**src/hw/rtl/msblit_pkg.sv**
```systemverilog
// shared types and constants of the masked sprite blitter
package msblit_pkg;

	localparam int FB_STRIDE_DEF = 32;
	localparam int FB_ROWS_DEF = 256;
	localparam int QUEUE_DEPTH = 4;
	localparam int QUEUE_PTR_W = $clog2(QUEUE_DEPTH);

	typedef enum logic [1:0] {
		CMD_START  = 2'd0,
		CMD_SOURCE = 2'd1,
		CMD_READ   = 2'd2,
		CMD_WRITE  = 2'd3
	} cmd_t;

	typedef enum logic [1:0] {
		OP_MERGE = 2'd0,
		OP_WRITE = 2'd1,
		OP_READ  = 2'd2
	} op_kind_t;

	typedef enum logic [1:0] {
		BK_ISSUE = 2'd0,
		BK_MERGE = 2'd1,
		BK_READ  = 2'd2
	} bk_state_t;

	typedef struct packed {
		cmd_t        cmd;
		logic [7:0]  pos_x;
		logic [7:0]  pos_y;
		logic [5:0]  width_bytes;
		logic [8:0]  height_rows;
		logic [7:0]  image_byte;
		logic [7:0]  mask_byte;
		logic [12:0] address;
		logic [7:0]  write_data;
	} in_item_t;

	typedef struct packed {
		logic [7:0] read_data;
	} out_item_t;

	// one framebuffer operation as queued between front and back
	typedef struct packed {
		op_kind_t   kind;
		logic       hit;
		logic [7:0] keep;
		logic [7:0] data;
	} op_t;

endpackage

```
**src/hw/rtl/msblit_fifo.sv**
```systemverilog
// short operation queue between front and back
module msblit_fifo #(
	parameter int W = 8
) (
	input  logic         clk,
	input  logic         arst_n,
	input  logic         push,
	input  logic [W-1:0] push_data,
	output logic         full,
	input  logic         pop,
	output logic [W-1:0] pop_data,
	output logic         empty
);
	logic [W-1:0] entry_q [msblit_pkg::QUEUE_DEPTH];
	logic [msblit_pkg::QUEUE_PTR_W-1:0] wr_ptr_q;
	logic [msblit_pkg::QUEUE_PTR_W-1:0] rd_ptr_q;
	logic [msblit_pkg::QUEUE_PTR_W:0]   count_q;

	assign full = (count_q == (msblit_pkg::QUEUE_PTR_W + 1)'(msblit_pkg::QUEUE_DEPTH));
	assign empty = (count_q == '0);
	assign pop_data = entry_q[rd_ptr_q];

	always_ff @(posedge clk) begin
		if (push && !full) begin
			entry_q[wr_ptr_q] <= push_data;
		end
	end

	always_ff @(posedge clk or negedge arst_n) begin
		if (!arst_n) begin
			wr_ptr_q <= '0;
			rd_ptr_q <= '0;
			count_q <= '0;
		end else begin
			if (push && !full) begin
				wr_ptr_q <= wr_ptr_q + 1'b1;
			end
			if (pop && !empty) begin
				rd_ptr_q <= rd_ptr_q + 1'b1;
			end
			case ({push && !full, pop && !empty})
				2'b10: count_q <= count_q + 1'b1;
				2'b01: count_q <= count_q - 1'b1;
				default: count_q <= count_q;
			endcase
		end
	end
endmodule

```
**config.mk**
```make
export PLATFORM = sky130hd
export DESIGN_NAME = msblit_fifo
export DESIGN_NICKNAME = d
export VERILOG_FILES = /design/src/hw/rtl/msblit_pkg.sv /design/src/hw/rtl/msblit_fifo.sv
export SDC_FILE = /design/constraint.sdc
export NUM_CORES = 1
export LEC_CHECK = 0
export BUFFER_PORTS_ARGS = -buffer_cell sky130_fd_sc_hd__buf_2
export CORE_MARGIN = 2
export CORE_UTILIZATION = 55
export CTS_CLUSTER_DIAMETER = 100
export DETAILED_ROUTE_END_ITERATION = 6
export GPL_ROUTABILITY_DRIVEN = 1
export PLACE_DENSITY = 0.77
export SLEW_MARGIN = 40
export SYNTH_ARGS = -nofsm -noshare
export SYNTH_HDL_FRONTEND = slang
export SYNTH_SLANG_ARGS = --single-unit
```
**constraint.sdc**
```tcl
create_clock -name clk -period 2.5 [get_ports clk]
set_clock_uncertainty 0.05 [all_clocks]
set_input_delay 0.25 -clock clk [delete_from_list [all_inputs] [get_ports clk]]
set_output_delay 0.25 -clock clk [all_outputs]
set_load 0.05 [all_outputs]
```
==> results.sh <==
export IMPL_hold_viol=0
export IMPL_endpoint_kind="output port"
export IMPL_drc=0
export IMPL_cts_made_buffers=5
export IMPL_wl_per_cell_um=18.1
export IMPL_setup_worst_path_class="flip-flop to output port"
export IMPL_synth_flop_cell="edfxtp_1"
export IMPL_rr_startpoint="count_q[0]$_DFFE_PN0P_"
export IMPL_antenna_found_initial=0
export IMPL_drtIter0Drc=13
export IMPL_worst_pin_slew_ns=0.592
export IMPL_cts_tree="built"
export IMPL_grt_overflow_total=0
export IMPL_syn_num_nets=97
export IMPL_die_height_um=57.8
export IMPL_clkSlewWorstSetupHoldPaths_ns=0.11
export IMPL_cap_viol_max_count=0
export IMPL_max_freq_ghz=0.459
export IMPL_critPathMaxStageDelay_ns=0.73
export IMPL_synthCells=79
export IMPL_grt_max_degree=12
export IMPL_final_seq_area_um2=1140
export IMPL_dieArea_um2=3340
export IMPL_area_growth_pct=12.6
export IMPL_drtPass1Iterations=4
export IMPL_power_density_nw_per_um2=1290
export IMPL_postRouteAntennaNets=0
export IMPL_vias=765
export IMPL_cts_max_path_buffers=2
export IMPL_initial_utilization_pct=57.8
export IMPL_worstPathCellList="mux4_2 > buf_2"
export IMPL_hold_slack_ns=0.0815
export IMPL_grt_usage_pct=17.1
export IMPL_power_leakage_nw=0.694
export IMPL_final_common_cell="edfxtp_1"
export IMPL_portBuffers=21
export IMPL_h_tree_depth=2
export IMPL_min_period_ns=2.18
export IMPL_critPathRequiredTime_ns=2.20
export IMPL_drive_above_1_share_pct=41.5
export IMPL_arrival_ns=1.88
export IMPL_nets=124
export IMPL_syn_area_um2=1590
export IMPL_vias_per_cell=5.58
export IMPL_synth_cell_types=19
export IMPL_io_pins=22
export IMPL_fin_area_um2=1790
export IMPL_synth_edf_count=32
export IMPL_min_from="push_data[2]"
export IMPL_hp_class="input pin to flip-flop"
export IMPL_period_share_pct=87.2
export IMPL_synth_seq_cells=39
export IMPL_grt_pass1_wl_um=3940
export IMPL_clock_latency_ns=0.33
export IMPL_dpl_cell_area_um2=1730
export IMPL_yosysWarnings=0
export IMPL_clockRootBuffer="clkbuf_4"
export IMPL_num_rows=19
export IMPL_n_antenna_cell=0
export IMPL_die_w_um=57.8
export IMPL_gp_congestion=0.747
export IMPL_finish_utilization_pct=65.1
export IMPL_place_hpwl_um=1740
export IMPL_wirelength_um=2470
export IMPL_grt_setup_unrepaired="no"
export IMPL_finalMaxSlewViolations=0
export IMPL_crit_path_start="rd_ptr_q[0]$_DFFE_PN0P_"
export IMPL_mostFrequentLayoutCells="edfxtp_1 (32), buf_2 (21), mux4_2 (8)"
export IMPL_nFillCells=197
export IMPL_numClockSinks=39
export IMPL_status="finished clean"
export IMPL_crit_slowest_cell="dfrtp_1"
export IMPL_ys_seq_area_share_pct=71.3
export IMPL_syn_area_per_cell_um2=20.2
export IMPL_multi_input_area_um2=425
export IMPL_critPathMaxFanout=10
export IMPL_critPathLaunchType="flip-flop"
export IMPL_fp_coreArea_um2=2760
export IMPL_grt_pass1_vias=804
export IMPL_ir_worst_vdd_mv=0.992
export IMPL_slew_limit_headroom_pct=60.5
export IMPL_setup_viol=0
export IMPL_finalSetupTns_ns=0
export IMPL_synthArstFlopShare_pct=17.9
-- cells in the mapped netlist, drive strengths merged (3+ instances only) --
master   n  share of area (%)
edfxtp  32                 60
mux4     8                 11
dfrtp    7                 11
inv      6                1.4
ha       5                3.9
and2     4                1.9
xnor2    3                1.6
xor2     3                1.6
-- area by class of cell --
cell class                 instances  area share (%)
clock buffer                       6            2.86
clock inverter                     1           0.279
inverter                           6            1.26
multi-input combinational         32            23.7
sequential                        39            63.3
tap                               31            2.16
timing repair buffer              22            6.42
-- worst paths after layout --
| kind | endpoint | slack (ns) | cells past startpoint |
|---|---|---|---|
| max | pop_data[0] | 0.32 | 2 |
| min | entry_q[3][2]$_DFFE_PP_ | 0.08 | 1 |
| max reg2reg | count_q[2]$_DFFE_PN0P_ | 0.44 | 9 |
| min reg2reg | count_q[2]$_DFFE_PN0P_ | 0.52 | 1 |
| max in group asynchronous | count_q[1]$_DFFE_PN0P_ | 2.02 | 2 |
| min in group asynchronous | wr_ptr_q[0]$_DFFE_PN0P_ | 0.23 | 2 |
-- sequential cells by signal (all words and copies together), names as in the netlist --
name / count
entry_q: 32
count_q: 3
rd_ptr_q: 2
wr_ptr_q: 2
-- worst max-delay path, delay by kind of cell, from the launching register on --
family / cells / cell delay [ns]
multiplexers: 1 / 0.59
buffers and inverters: 1 / 0.23
flip-flops: 1 / 0.73
-- cells by family (layout without fill, tap and decap cells) --
family,count (synthesis),in the layout,synth area share [%]
buffers and inverters,8,35,1.96
XOR/XNOR,6,6,3.30
AND/OR/NAND/NOR,9,9,4.71
flip-flops,39,39,71.3
adder cells (fa/ha/maj),6,6,5.18
AO/OA/AOI/OAI,1,1,0.628
multiplexers,10,10,12.9
-- repair_timing --
| action | in CTS | in global routing |
|---|---|---|
| endpoints found under the hold margin | 7 | 0 |
| setup buffers | 0 | 0 |
| hold buffers | 1 | 0 |
| gates resized for setup | 0 | 0 |
-- power breakdown --
part | leakage, nW | internal, mW | switching [mW]
combinational | 0.285 | 0.353 | 0.601
clock | 0.0341 | 0.130 | 0.186
sequential | 0.375 | 0.879 | 0.156
total | 0.694 | 1.36 | 0.943
-- per-layer routing --
metal | vias up | track usage, % | part of all wire, %
met5 | - | 0 | 0
met4 | 0 | 4.98 | 0.61
met3 | 2 | 6.03 | 4.7
met2 | 18 | 28.7 | 53
met1 | 393 | 21.1 | 42
li1 | 352 | - | -
-- per-stage QoR --
stage          cells  setup WS, ns  power, mW
2_1_floorplan     79         0.205       1.80
3_3_place_gp     129         0.573       1.99
3_5_place_dp     129         0.425       2.02
4_1_cts          137         0.268       2.34
5_1_grt          137         0.192       2.43
6_report         137         0.321       2.31
Note: power is estimated with default switching activity, not from simulation.
